==> config.mk <==
export PLATFORM = sky130hd
export DESIGN_NAME = supply_voltage_level_monitor
export DESIGN_NICKNAME = d
export VERILOG_FILES = /design/src/hw/rtl/svlm_pkg.sv /design/src/hw/rtl/svlm_core.sv /design/src/hw/rtl/supply_voltage_level_monitor.sv
export SDC_FILE = /design/constraint.sdc
export NUM_CORES = 1
export LEC_CHECK = 0
export BUFFER_PORTS_ARGS = -buffer_cell sky130_fd_sc_hd__buf_2
export CAP_MARGIN = 25
export CORE_ASPECT_RATIO = 1.5
export CORE_MARGIN = 2
export CORE_UTILIZATION = 25
export DETAILED_ROUTE_END_ITERATION = 6
export SLEW_MARGIN = 20
export SYNTH_ARGS = -nofsm -noshare
export SYNTH_HDL_FRONTEND = slang
export SYNTH_HIERARCHICAL = 1
export SYNTH_SLANG_ARGS = --single-unit
==> constraint.sdc <==
create_clock -name aclk -period 8.2 [get_ports aclk]
set_clock_uncertainty 0.2 [all_clocks]
set_input_delay 1.23 -clock aclk [delete_from_list [all_inputs] [get_ports aclk]]
set_output_delay 1.23 -clock aclk [all_outputs]
set_load 0.02 [all_outputs]
==> src/hw/rtl/svlm_pkg.sv <==
// shared types, codes and threshold tables for the supply voltage level monitor
package svlm_pkg;

    // item kinds carried in the mode field
    localparam logic [1:0] MODE_SAMPLE = 2'd0;
    localparam logic [1:0] MODE_LEVEL  = 2'd1;
    localparam logic [1:0] MODE_INTCTL = 2'd2;
    localparam logic [1:0] MODE_FLAGS  = 2'd3;

    // configuration register indexes
    localparam logic CFG_LEVEL_CODE  = 1'b0;
    localparam logic CFG_ACTIVE_MODE = 1'b1;

    // field widths
    localparam int unsigned MODE_W   = 2;
    localparam int unsigned SUPPLY_W = 16;
    localparam int unsigned WDATA_W  = 8;
    localparam int unsigned LEVEL_W  = 3;
    localparam int unsigned ACTIVE_W = 2;
    localparam int unsigned CFG_W    = 3;
    localparam int unsigned IN_W     = 24;
    localparam int unsigned OUT_W    = 8;
    // thresholds top out at 5250 mV
    localparam int unsigned MV_W     = 13;

    // level codes with their own base level, every other code is the lowest
    localparam logic [LEVEL_W-1:0] LVL_2600 = 3'd2;
    localparam logic [LEVEL_W-1:0] LVL_4200 = 3'd7;

    // margin codes, the reserved code falls back to the smallest margin
    localparam logic [1:0] MARGIN_15 = 2'd1;
    localparam logic [1:0] MARGIN_25 = 2'd2;

    // edge selection codes
    localparam logic [1:0] EDGE_BELOW = 2'd0;
    localparam logic [1:0] EDGE_ABOVE = 2'd1;
    localparam logic [1:0] EDGE_BOTH  = 2'd2;

    localparam int unsigned BASE_LO  = 1800;
    localparam int unsigned BASE_MID = 2600;
    localparam int unsigned BASE_HI  = 4200;
    localparam int unsigned PCT_5    = 5;
    localparam int unsigned PCT_15   = 15;
    localparam int unsigned PCT_25   = 25;

    localparam int unsigned SUPPLY_RESET = 3300;

    // margin thresholds, worked out at elaboration
    localparam int unsigned MON_LO_5   = BASE_LO * (100 + PCT_5) / 100;
    localparam int unsigned MON_LO_15  = BASE_LO * (100 + PCT_15) / 100;
    localparam int unsigned MON_LO_25  = BASE_LO * (100 + PCT_25) / 100;
    localparam int unsigned MON_MID_5  = BASE_MID * (100 + PCT_5) / 100;
    localparam int unsigned MON_MID_15 = BASE_MID * (100 + PCT_15) / 100;
    localparam int unsigned MON_MID_25 = BASE_MID * (100 + PCT_25) / 100;
    localparam int unsigned MON_HI_5   = BASE_HI * (100 + PCT_5) / 100;
    localparam int unsigned MON_HI_15  = BASE_HI * (100 + PCT_15) / 100;
    localparam int unsigned MON_HI_25  = BASE_HI * (100 + PCT_25) / 100;

    // one input item
    typedef struct packed {
        logic [WDATA_W-1:0]  write_data;
        logic [SUPPLY_W-1:0] supply_mv;
        logic [MODE_W-1:0]   mode;
    } svlm_item_t;

    // fuse-loaded settings
    typedef struct packed {
        logic [ACTIVE_W-1:0] active_mode;
        logic [LEVEL_W-1:0]  level_code;
    } svlm_cfg_t;

    // one result item, last field in the lowest bit
    typedef struct packed {
        logic brownout_event;
        logic irq_clear;
        logic irq_raise;
        logic level_flag;
        logic below_status;
    } svlm_result_t;

    // base detector level in mV
    function automatic logic [MV_W-1:0] base_mv(input logic [LEVEL_W-1:0] code);
        logic [MV_W-1:0] mv;
        case (code)
            LVL_2600: mv = MV_W'(BASE_MID);
            LVL_4200: mv = MV_W'(BASE_HI);
            default:  mv = MV_W'(BASE_LO);
        endcase
        return mv;
    endfunction

    // monitor threshold in mV: base level raised by the selected margin
    function automatic logic [MV_W-1:0] monitor_mv(input logic [LEVEL_W-1:0] code,
                                                   input logic [1:0] margin);
        logic [MV_W-1:0] mv;
        case (code)
            LVL_2600: begin
                case (margin)
                    MARGIN_15: mv = MV_W'(MON_MID_15);
                    MARGIN_25: mv = MV_W'(MON_MID_25);
                    default:   mv = MV_W'(MON_MID_5);
                endcase
            end
            LVL_4200: begin
                case (margin)
                    MARGIN_15: mv = MV_W'(MON_HI_15);
                    MARGIN_25: mv = MV_W'(MON_HI_25);
                    default:   mv = MV_W'(MON_HI_5);
                endcase
            end
            default: begin
                case (margin)
                    MARGIN_15: mv = MV_W'(MON_LO_15);
                    MARGIN_25: mv = MV_W'(MON_LO_25);
                    default:   mv = MV_W'(MON_LO_5);
                endcase
            end
        endcase
        return mv;
    endfunction

endpackage

==> src/hw/rtl/svlm_core.sv <==
// monitor state, threshold compare and flag/interrupt update for one item
module svlm_core (
    input  logic                 aclk,
    input  logic                 aresetn,
    input  logic                 adv,
    input  svlm_pkg::svlm_item_t item,
    input  svlm_pkg::svlm_cfg_t  cfg,
    output svlm_pkg::svlm_result_t res
);
    import svlm_pkg::*;

    logic [SUPPLY_W-1:0] supply_reg, supply_next;
    logic [1:0]          margin_reg, margin_next;
    logic [1:0]          edge_cfg_reg, edge_cfg_next;
    logic                irq_en_reg, irq_en_next;
    logic                flag_reg, flag_next;
    logic                status_reg, status_next;
    logic                was_below_reg, was_below_next;
    logic                was_bor_reg, was_bor_next;

    logic                active;
    logic                evaluate;
    logic [MV_W-1:0]     thr_mv;
    logic [MV_W-1:0]     bor_mv;
    logic                below;
    logic                bor;
    logic                trig;
    logic                raise;
    logic                clear;
    logic                bo;

    assign active = cfg.active_mode != '0;

    // supply and level writes re-evaluate against the new values
    always_comb begin
        supply_next   = supply_reg;
        margin_next   = margin_reg;
        edge_cfg_next = edge_cfg_reg;
        irq_en_next   = irq_en_reg;
        evaluate      = 1'b0;
        case (item.mode)
            MODE_SAMPLE: begin
                supply_next = item.supply_mv;
                evaluate    = 1'b1;
            end
            MODE_LEVEL: begin
                margin_next = item.write_data[1:0];
                evaluate    = 1'b1;
            end
            MODE_INTCTL: begin
                irq_en_next   = item.write_data[0];
                edge_cfg_next = item.write_data[2:1];
            end
            default: ;
        endcase
    end

    // threshold compares
    assign thr_mv = monitor_mv(cfg.level_code, margin_next);
    assign bor_mv = base_mv(cfg.level_code);
    assign below  = supply_next < {{(SUPPLY_W-MV_W){1'b0}}, thr_mv};
    assign bor    = supply_next < {{(SUPPLY_W-MV_W){1'b0}}, bor_mv};

    // crossing in the configured direction
    always_comb begin
        case (edge_cfg_reg)
            EDGE_BELOW: trig = below;
            EDGE_ABOVE: trig = !below;
            EDGE_BOTH:  trig = 1'b1;
            default:    trig = 1'b0;
        endcase
    end

    // status, flag and pulse update
    always_comb begin
        status_next    = status_reg;
        flag_next      = flag_reg;
        was_below_next = was_below_reg;
        was_bor_next   = was_bor_reg;
        raise          = 1'b0;
        clear          = 1'b0;
        bo             = 1'b0;
        if (evaluate) begin
            if (active) begin
                status_next = below;
                if (below != was_below_reg && trig) begin
                    flag_next = 1'b1;
                    raise     = irq_en_reg;
                end
            end
            was_below_next = below;
            bo             = active && bor && !was_bor_reg;
            was_bor_next   = bor;
        end else if (item.mode == MODE_INTCTL) begin
            raise = irq_en_next && flag_reg;
        end else if (item.mode == MODE_FLAGS) begin
            if (item.write_data[0]) begin
                flag_next = 1'b0;
            end
            clear = !flag_next;
        end
    end

    assign res.below_status   = status_next;
    assign res.level_flag     = flag_next;
    assign res.irq_raise      = raise;
    assign res.irq_clear      = clear;
    assign res.brownout_event = bo;

    // state registers, updated once per item
    always_ff @(posedge aclk) begin
        if (!aresetn) begin
            supply_reg    <= SUPPLY_W'(SUPPLY_RESET);
            margin_reg    <= '0;
            edge_cfg_reg  <= '0;
            irq_en_reg    <= 1'b0;
            flag_reg      <= 1'b0;
            status_reg    <= 1'b0;
            was_below_reg <= 1'b0;
            was_bor_reg   <= 1'b0;
        end else if (adv) begin
            supply_reg    <= supply_next;
            margin_reg    <= margin_next;
            edge_cfg_reg  <= edge_cfg_next;
            irq_en_reg    <= irq_en_next;
            flag_reg      <= flag_next;
            status_reg    <= status_next;
            was_below_reg <= was_below_next;
            was_bor_reg   <= was_bor_next;
        end
    end

    // raise and clear pulses never come from the same item
    a_raise_clear_excl: assert property (@(posedge aclk) disable iff (!aresetn)
        !(res.irq_raise && res.irq_clear))
        else $error("raise and clear pulses together");

    // brown-out events only while the detector is active
    a_bo_active: assert property (@(posedge aclk) disable iff (!aresetn)
        res.brownout_event |-> active)
        else $error("brown-out event while detector inactive");

    // a write-one-to-clear leaves the flag clear
    a_flag_clear: assert property (@(posedge aclk) disable iff (!aresetn)
        (adv && item.mode == MODE_FLAGS && item.write_data[0]) |=> !flag_reg)
        else $error("flag not cleared by flags write");

    // state only moves when an item is processed
    a_state_hold: assert property (@(posedge aclk) disable iff (!aresetn)
        !adv |=> $stable(flag_reg) && $stable(status_reg) && $stable(supply_reg))
        else $error("state changed without an item");

endmodule

==> src/hw/rtl/supply_voltage_level_monitor.sv <==
// top level: input register, monitor core, result register and configuration
//
// Supply voltage level monitor with brown-out detection. Each input transfer is
// either a supply sample in mV or a write to the level-select, interrupt-control
// or flags register; each produces exactly one result transfer carrying the below
// status, the sticky flag and the raise, clear and brown-out pulses. An item
// passes an input register, then the threshold table lookup, compare and flag
// update, then the result register; one item is accepted every cycle while the
// result side keeps taking transfers. The fuse-loaded level code and active mode
// must be written over the cfg port only while the block is idle; the block
// itself does not enforce this.
module supply_voltage_level_monitor (
    input  logic                         aclk,
    input  logic                         aresetn,
    // configuration write port
    input  logic                         cfg_we,
    input  logic                         cfg_addr,
    input  logic [svlm_pkg::CFG_W-1:0]   cfg_wdata,
    // input items
    input  logic                         s_tvalid,
    output logic                         s_tready,
    // [1:0] mode
    input  logic [svlm_pkg::MODE_W-1:0]  s_tuser,
    // [15:0] supply_mv, [23:16] write_data
    input  logic [svlm_pkg::IN_W-1:0]    s_tdata,
    // result items
    output logic                         m_tvalid,
    input  logic                         m_tready,
    // [0] below_status, [1] level_flag, [2] irq_raise, [3] irq_clear,
    // [4] brownout_event, [7:5] zero
    output logic [svlm_pkg::OUT_W-1:0]   m_tdata
);
    import svlm_pkg::*;

    localparam int unsigned RES_W  = $bits(svlm_result_t);

    svlm_cfg_t    cfg_reg;
    logic         in_valid_reg;
    svlm_item_t   in_item_reg;
    logic         out_valid_reg;
    svlm_result_t out_res_reg;
    svlm_result_t res;
    logic         adv;

    // item moves on when the result register is free or being emptied
    assign adv      = in_valid_reg && (!out_valid_reg || m_tready);
    assign s_tready = !in_valid_reg || adv;

    // configuration registers
    always_ff @(posedge aclk) begin
        if (!aresetn) begin
            cfg_reg <= '0;
        end else if (cfg_we) begin
            unique case (cfg_addr)
                CFG_LEVEL_CODE:  cfg_reg.level_code  <= cfg_wdata[LEVEL_W-1:0];
                CFG_ACTIVE_MODE: cfg_reg.active_mode <= cfg_wdata[ACTIVE_W-1:0];
                default: ;
            endcase
        end
    end

    // input register
    always_ff @(posedge aclk) begin
        if (!aresetn) begin
            in_valid_reg <= 1'b0;
        end else if (s_tready) begin
            in_valid_reg <= s_tvalid;
        end
    end

    always_ff @(posedge aclk) begin
        if (s_tvalid && s_tready) begin
            in_item_reg <= svlm_item_t'({s_tdata, s_tuser});
        end
    end

    svlm_core u_core (
        .aclk    (aclk),
        .aresetn (aresetn),
        .adv     (adv),
        .item    (in_item_reg),
        .cfg     (cfg_reg),
        .res     (res)
    );

    // result register
    always_ff @(posedge aclk) begin
        if (!aresetn) begin
            out_valid_reg <= 1'b0;
        end else if (adv) begin
            out_valid_reg <= 1'b1;
        end else if (m_tready) begin
            out_valid_reg <= 1'b0;
        end
    end

    always_ff @(posedge aclk) begin
        if (adv) begin
            out_res_reg <= res;
        end
    end

    assign m_tvalid = out_valid_reg;
    assign m_tdata  = {{(OUT_W-RES_W){1'b0}}, out_res_reg};

    // a waiting result holds until taken
    a_out_hold: assert property (@(posedge aclk) disable iff (!aresetn)
        (m_tvalid && !m_tready) |=> m_tvalid && $stable(m_tdata))
        else $error("result dropped or changed while stalled");

    // an item in the input register is never lost
    a_in_hold: assert property (@(posedge aclk) disable iff (!aresetn)
        (in_valid_reg && !adv) |=> in_valid_reg)
        else $error("pending item lost");

    // every advanced item shows up as a result
    a_adv_out: assert property (@(posedge aclk) disable iff (!aresetn)
        adv |=> m_tvalid)
        else $error("advanced item produced no result");

endmodule

==> Word-level counts from Yosys, hierarchy flattened <==
Index checks and enable logic that the tools add are counted.
{ "totals": {"register_bits": 58, "latch_bits": 0, "mem_bits_rw": 0, "mem_bits_ro": 0, "inputBits": 35, "output_inout_bits": 10, "word_cells": 84, "memories": 0} }
{ "classes": {"add_sub_neg": 0, "n_mul": 0, "div_mod_pow": 0, "magnitude_cmp": 2, "n_eq_ne": 10, "shift": 0, "muxes": 27, "bitwise": 2, "n_reduce_logical": 23} }
{ "ops": {"columns": ["cell", "count"], "rows": [
  ["$pmux W13 S2", 2],
  ["$pmux W11 S2", 2],
  ["$lt A16 B13 Y1", 2],
  ["$pmux W12 S2", 1],
  ["$mux W1", 19],
  ["$mux W16", 1],
  ["$eq A2 B2 Y1 const B", 4],
  ["$reduce_and A2 Y1", 4],
  ["$eq A2 B1 Y1 const B", 3],
  ["$logic_and A1 B1 Y1", 6],
  ["$logic_not A1 Y1", 5],
  ["$logic_not A2 Y1", 2],
  ["$reduce_bool A2 Y1", 2],
  ["$eq A3 B2 Y1 const B", 1],
  ["$eq A3 B3 Y1 const B", 1],
  ["$pmux W1 S3", 1],
  ["$reduce_or A3 Y1", 1],
  ["$logic_or A1 B1 Y1", 2],
  ["$mux W2", 1],
  ["$not A1 Y1", 2],
  ["$reduce_or A2 Y1", 1],
  ["$ne A1 B1 Y1", 1]
]} }

==> Depth between registers and ports, before layout <==
{ "logic_depth": {"depth_word": 12, "depth_mapped": 15, "depth_no_buf": 13} }

==> Modules after synthesis <==
The synthesis kept the hierarchy.
{ "modules_own_cells": {"columns": ["module", "n_inst", "cells_per_inst", "area_each_um2", "seq_area_each_um2"], "rows": [
  ["svlm_core", 1, 207, 1810.5, 480.5],
  ["supply_voltage_level_monitor", 1, 65, 1248.7, 1071.0]
]} }

==> Worst setup path before layout <==
No wires, ideal clock.
{ "synth_timing": {"path_type": "reg2reg", "startpoint": "register in_item_reg[0] (netlist name)", "endpoint": "register out_res_reg, in the netlist m_tdata[2], data pin", "setup_ns": 0.251, "arrival_ns": 3.055, "required_time_ns": 7.749, "setup_slack_ns": 4.694, "path_stages_with_launch": 14, "path_buffers": 1, "period_less_slack_ns": 3.506, "path_cell_list": "edfxtp_1 -> nor2b_1 -> mux2i_1 -> inv_1 -> ha_1 -> o21a_1 -> ha_1 -> and3_1 -> nand3_1 -> nor2_1 -> a211oi_4 -> mux2i_1 -> a31o_1 -> buf_4"} }
{ "synth_between": {"elab_chain_len": 12, "elab_cells_between_ends": 24, "classes_between": "order compare (1); eq/ne (5); mux (13); reduce/logical (5)"} }
{ "synth_rtl": {"columns": ["item", "line", "text"], "rows": [
  ["from (decl)", "supply_voltage_level_monitor.sv:39", "svlm_item_t in_item_reg;"],
  ["from (signal assigned)", "supply_voltage_level_monitor.sv:73", "in_item_reg <= svlm_item_t'({s_tdata, s_tuser});"],
  ["$eq A2 B1 Y1 (*)", "svlm_core.sv:41", "case (item.mode)"],
  ["$mux W2 (*)", "svlm_core.sv:41", null],
  ["net u_core.margin_next[1]", "svlm_core.sv:13", "logic [1:0] margin_reg, margin_next;"],
  ["$eq A2 B2 Y1 or $eq A2 B1 Y1 (tied branches)", "svlm_pkg.sv:98, svlm_pkg.sv:105, svlm_pkg.sv:112", null],
  ["$pmux W12 S2 (tied with other cells)", "svlm_pkg.sv:112", "case (margin)"],
  ["$pmux W13 S2 (*)", "svlm_pkg.sv:96", "case (code)"],
  ["$lt A16 B13 Y1 (*)", "svlm_core.sv:61", "assign below = supply_next < {{(SUPPLY_W-MV_W){1'b0}}, thr_mv};"],
  ["$logic_not A1 Y1", "svlm_core.sv:68", "EDGE_ABOVE: trig = !below;"],
  ["$pmux W1 S3", "svlm_core.sv:66", "case (edge_cfg_reg)"],
  ["$logic_and A1 B1 Y1 (*)", "svlm_core.sv:86", "if (below != was_below_reg && trig) begin"],
  ["$mux W1 (*)", "svlm_core.sv:86", null],
  ["$mux W1 (*)", "svlm_core.sv:84", "if (active) begin"],
  ["$mux W1 (*)", "svlm_core.sv:83", "if (evaluate) begin"],
  ["net u_core.raise", "svlm_core.sv:28", "logic raise;"],
  ["to (signal assigned)", "supply_voltage_level_monitor.sv:99", "out_res_reg <= res;"],
  ["to (decl)", "supply_voltage_level_monitor.sv:41", "svlm_result_t out_res_reg;"]
]} }
Mark *: on every way through the listed nets, which the timed path passes. The rest lies on a longest branch.
A chain may end at the register's enable or synchronous reset.

==> impl_metrics.json <==
{
  "status": "completed",
  "p_leak_nw": 1.39,
  "hold_buffers": 0,
  "cp_num_buf_inv": 1,
  "cpPeakStageDelay_ns": 0.58,
  "worst-path-stages": 11,
  "hold_viol": 0,
  "ys_warn_count": 6,
  "vias_per_cell": 4.41,
  "core.rowCount": 48,
  "clock_latency_ns": 0.30,
  "dr.pass1.iters": 4,
  "crit_family": "compound AO/OA/AOI/OAI gates",
  "cts-root-buf": "clkbuf_16",
  "grt_pass1_wl_mm": 9.32,
  "drc": 0,
  "wl_per_cell_um": 12.7,
  "reg2reg_slack_ns": 4.24,
  "post_cts_buffers": 0,
  "powerDensity_nw_per_um2": 210,
  "avgSynthCellArea_um2": 10.8,
  "cp-startpoint": "in_item_reg[1]",
  "setup_viol": 0,
  "maxCapViolations": 0,
  "gp_congestion": 0.834,
  "rsz0062_at_grt": "false",
  "critPathRequiredTime_ns": 8.17,
  "slew_violations": 0,
  "worst_r2r_endpoint": "m_tdata[2]",
  "grt-ovfl-total": 0,
  "cts_tree": "built",
  "start_util_pct": 25.4,
  "die_h_um": 135,
  "path_cells": "nor2b_1, mux2i_1, inv_1, ha_1, a211oi_1, ha_1, a21oi_1, o2111ai_2, a211oi_4, mux2i_1, a31o_1",
  "fmax_ghz": 0.253,
  "holdCritStartpoint": "u_core/status_reg",
  "worstMarginPinSlew_ns": 0.607,
  "setup_tns_ns": 0,
  "synthCells": 266,
  "grt_use_total_pct": 9.50,
  "grt_max_degree": 37,
  "insertedDiodeCount": 0,
  "critPathCaptureType": "register",
  "drt-total-wl_mm": 5.65,
  "finalNetCount": 349,
  "clock_tree.buffer_depth": 2,
  "die_area_um2": 12400,
  "ant_nets": 0,
  "syn_area_um2": 2880,
  "clkTransAtPathRegs_ns": 0.08,
  "fin_crit_ns": 3.96,
  "largest_reg_flops": 20,
  "drive_above_1_share_pct": 22.6,
  "h-tree-depth": 2,
  "cts_buffers": 5,
  "crit_type": "reg2reg",
  "crit_path_start_kind": "register",
  "cts.sink_count": 56,
  "min_to": "u_core/status_reg",
  "die_w_um": 91.6,
  "critPathMaxFanout": 9,
  "io_buffer_count": 35,
  "antenna_found_initial": 0,
  "io_pins": 45,
  "r2r-start": "in_item_reg[1]",
  "slowest_stage": "edfxtp_1",
  "arrival_ns": 3.92,
  "r2r_cells": 11,
  "dp_hpwl_mm": 4.20,
  "layout-area-overhead-vs-synth_pct": 17.4,
  "worstHoldPathCells": 2,
  "coreArea_um2": 11400,
  "first_iter_violations": 80,
  "slew_headroom_pct": 59.5,
  "num_vias": 1965,
  "cts_resized": 0,
  "hold_path.class": "reg2reg",
  "grt_pass1_vias": 2001,
  "vdd_drop_max_uv": 84.3,
  "period_share_pct": 48.3,
  "fin_util_pct": 29.8
}
-- how the worst max path moves through the flow --
stage,to
final,m_tdata[2]
after floorplan,m_tdata[2]
after global routing,m_tdata[2]
after detailed placement,m_tdata[2]
after CTS,m_tdata[2]
after global placement,m_tdata[2]
-- where the power goes --
part | leakage, nW | internal [mW] | switching [mW]
clock | 0.104 | 0.206 | 0.0963
sequential | 0.497 | 0.304 | 0.00727
combinational | 0.785 | 0.0415 | 0.0535
total | 1.39 | 0.552 | 0.157
-- stage by stage --
stage                     cell area [um^2]  worst slack, ns  power (mW)  std cells  hold WS, ns
after floorplan                       2890             4.69       0.389        268        0.233
after global placement                3170             4.33       0.411        438        0.240
after detailed placement              3170             4.26       0.413        438        0.255
after CTS                             3380             4.21       0.721        446        0.265
after global routing                  3380             3.96       0.741        446        0.282
final                                 3380             4.24       0.709        446        0.257
-- worst min-delay path: stages, from the launching register on --
cell      delay, ns
dfxtp_1        0.31
nand2_1        0.05
a21boi_1       0.05
-- cell type report --
class / count / area [um^2]
repair buffers: 37 / 190
flip-flops and latches: 56 / 1370
inverters: 8 / 30.0
clock buffers: 5 / 125
multi-input cells: 187 / 1390
well taps: 150 / 188
clock inverters: 3 / 90.1
fillers: 1163 / 7970
-- cells in the final DEF (no fill, tap or decap), drive strengths merged, types with 2 or more instances in the layout --
cell / count
buf: 37
nand2: 36
dfxtp: 31
edfxtp: 25
mux2i: 23
ha: 19
nor2: 15
nor2b: 15
nand3: 12
mux2: 12
a21oi: 10
inv: 7
a21boi: 7
clkbuf: 5
o21ai: 4
nand3b: 3
conb: 3
bufinv: 3
nor4: 3
o21a: 2
a21o: 2
a22o: 2
o22ai: 2
a31oi: 2
a31o: 2
o211a: 2
a211oi: 2
-- per-layer routing --
metal  vias to the layer above  track usage, %  routed length (um)
li1                        998               -                   -
met3                         9            1.45                 140
met1                       924            9.91                2330
met2                        34            18.0                3030
met5                         -               0                   0
met4                         0            5.13                 153
Note: power is estimated with default switching activity, not from simulation.
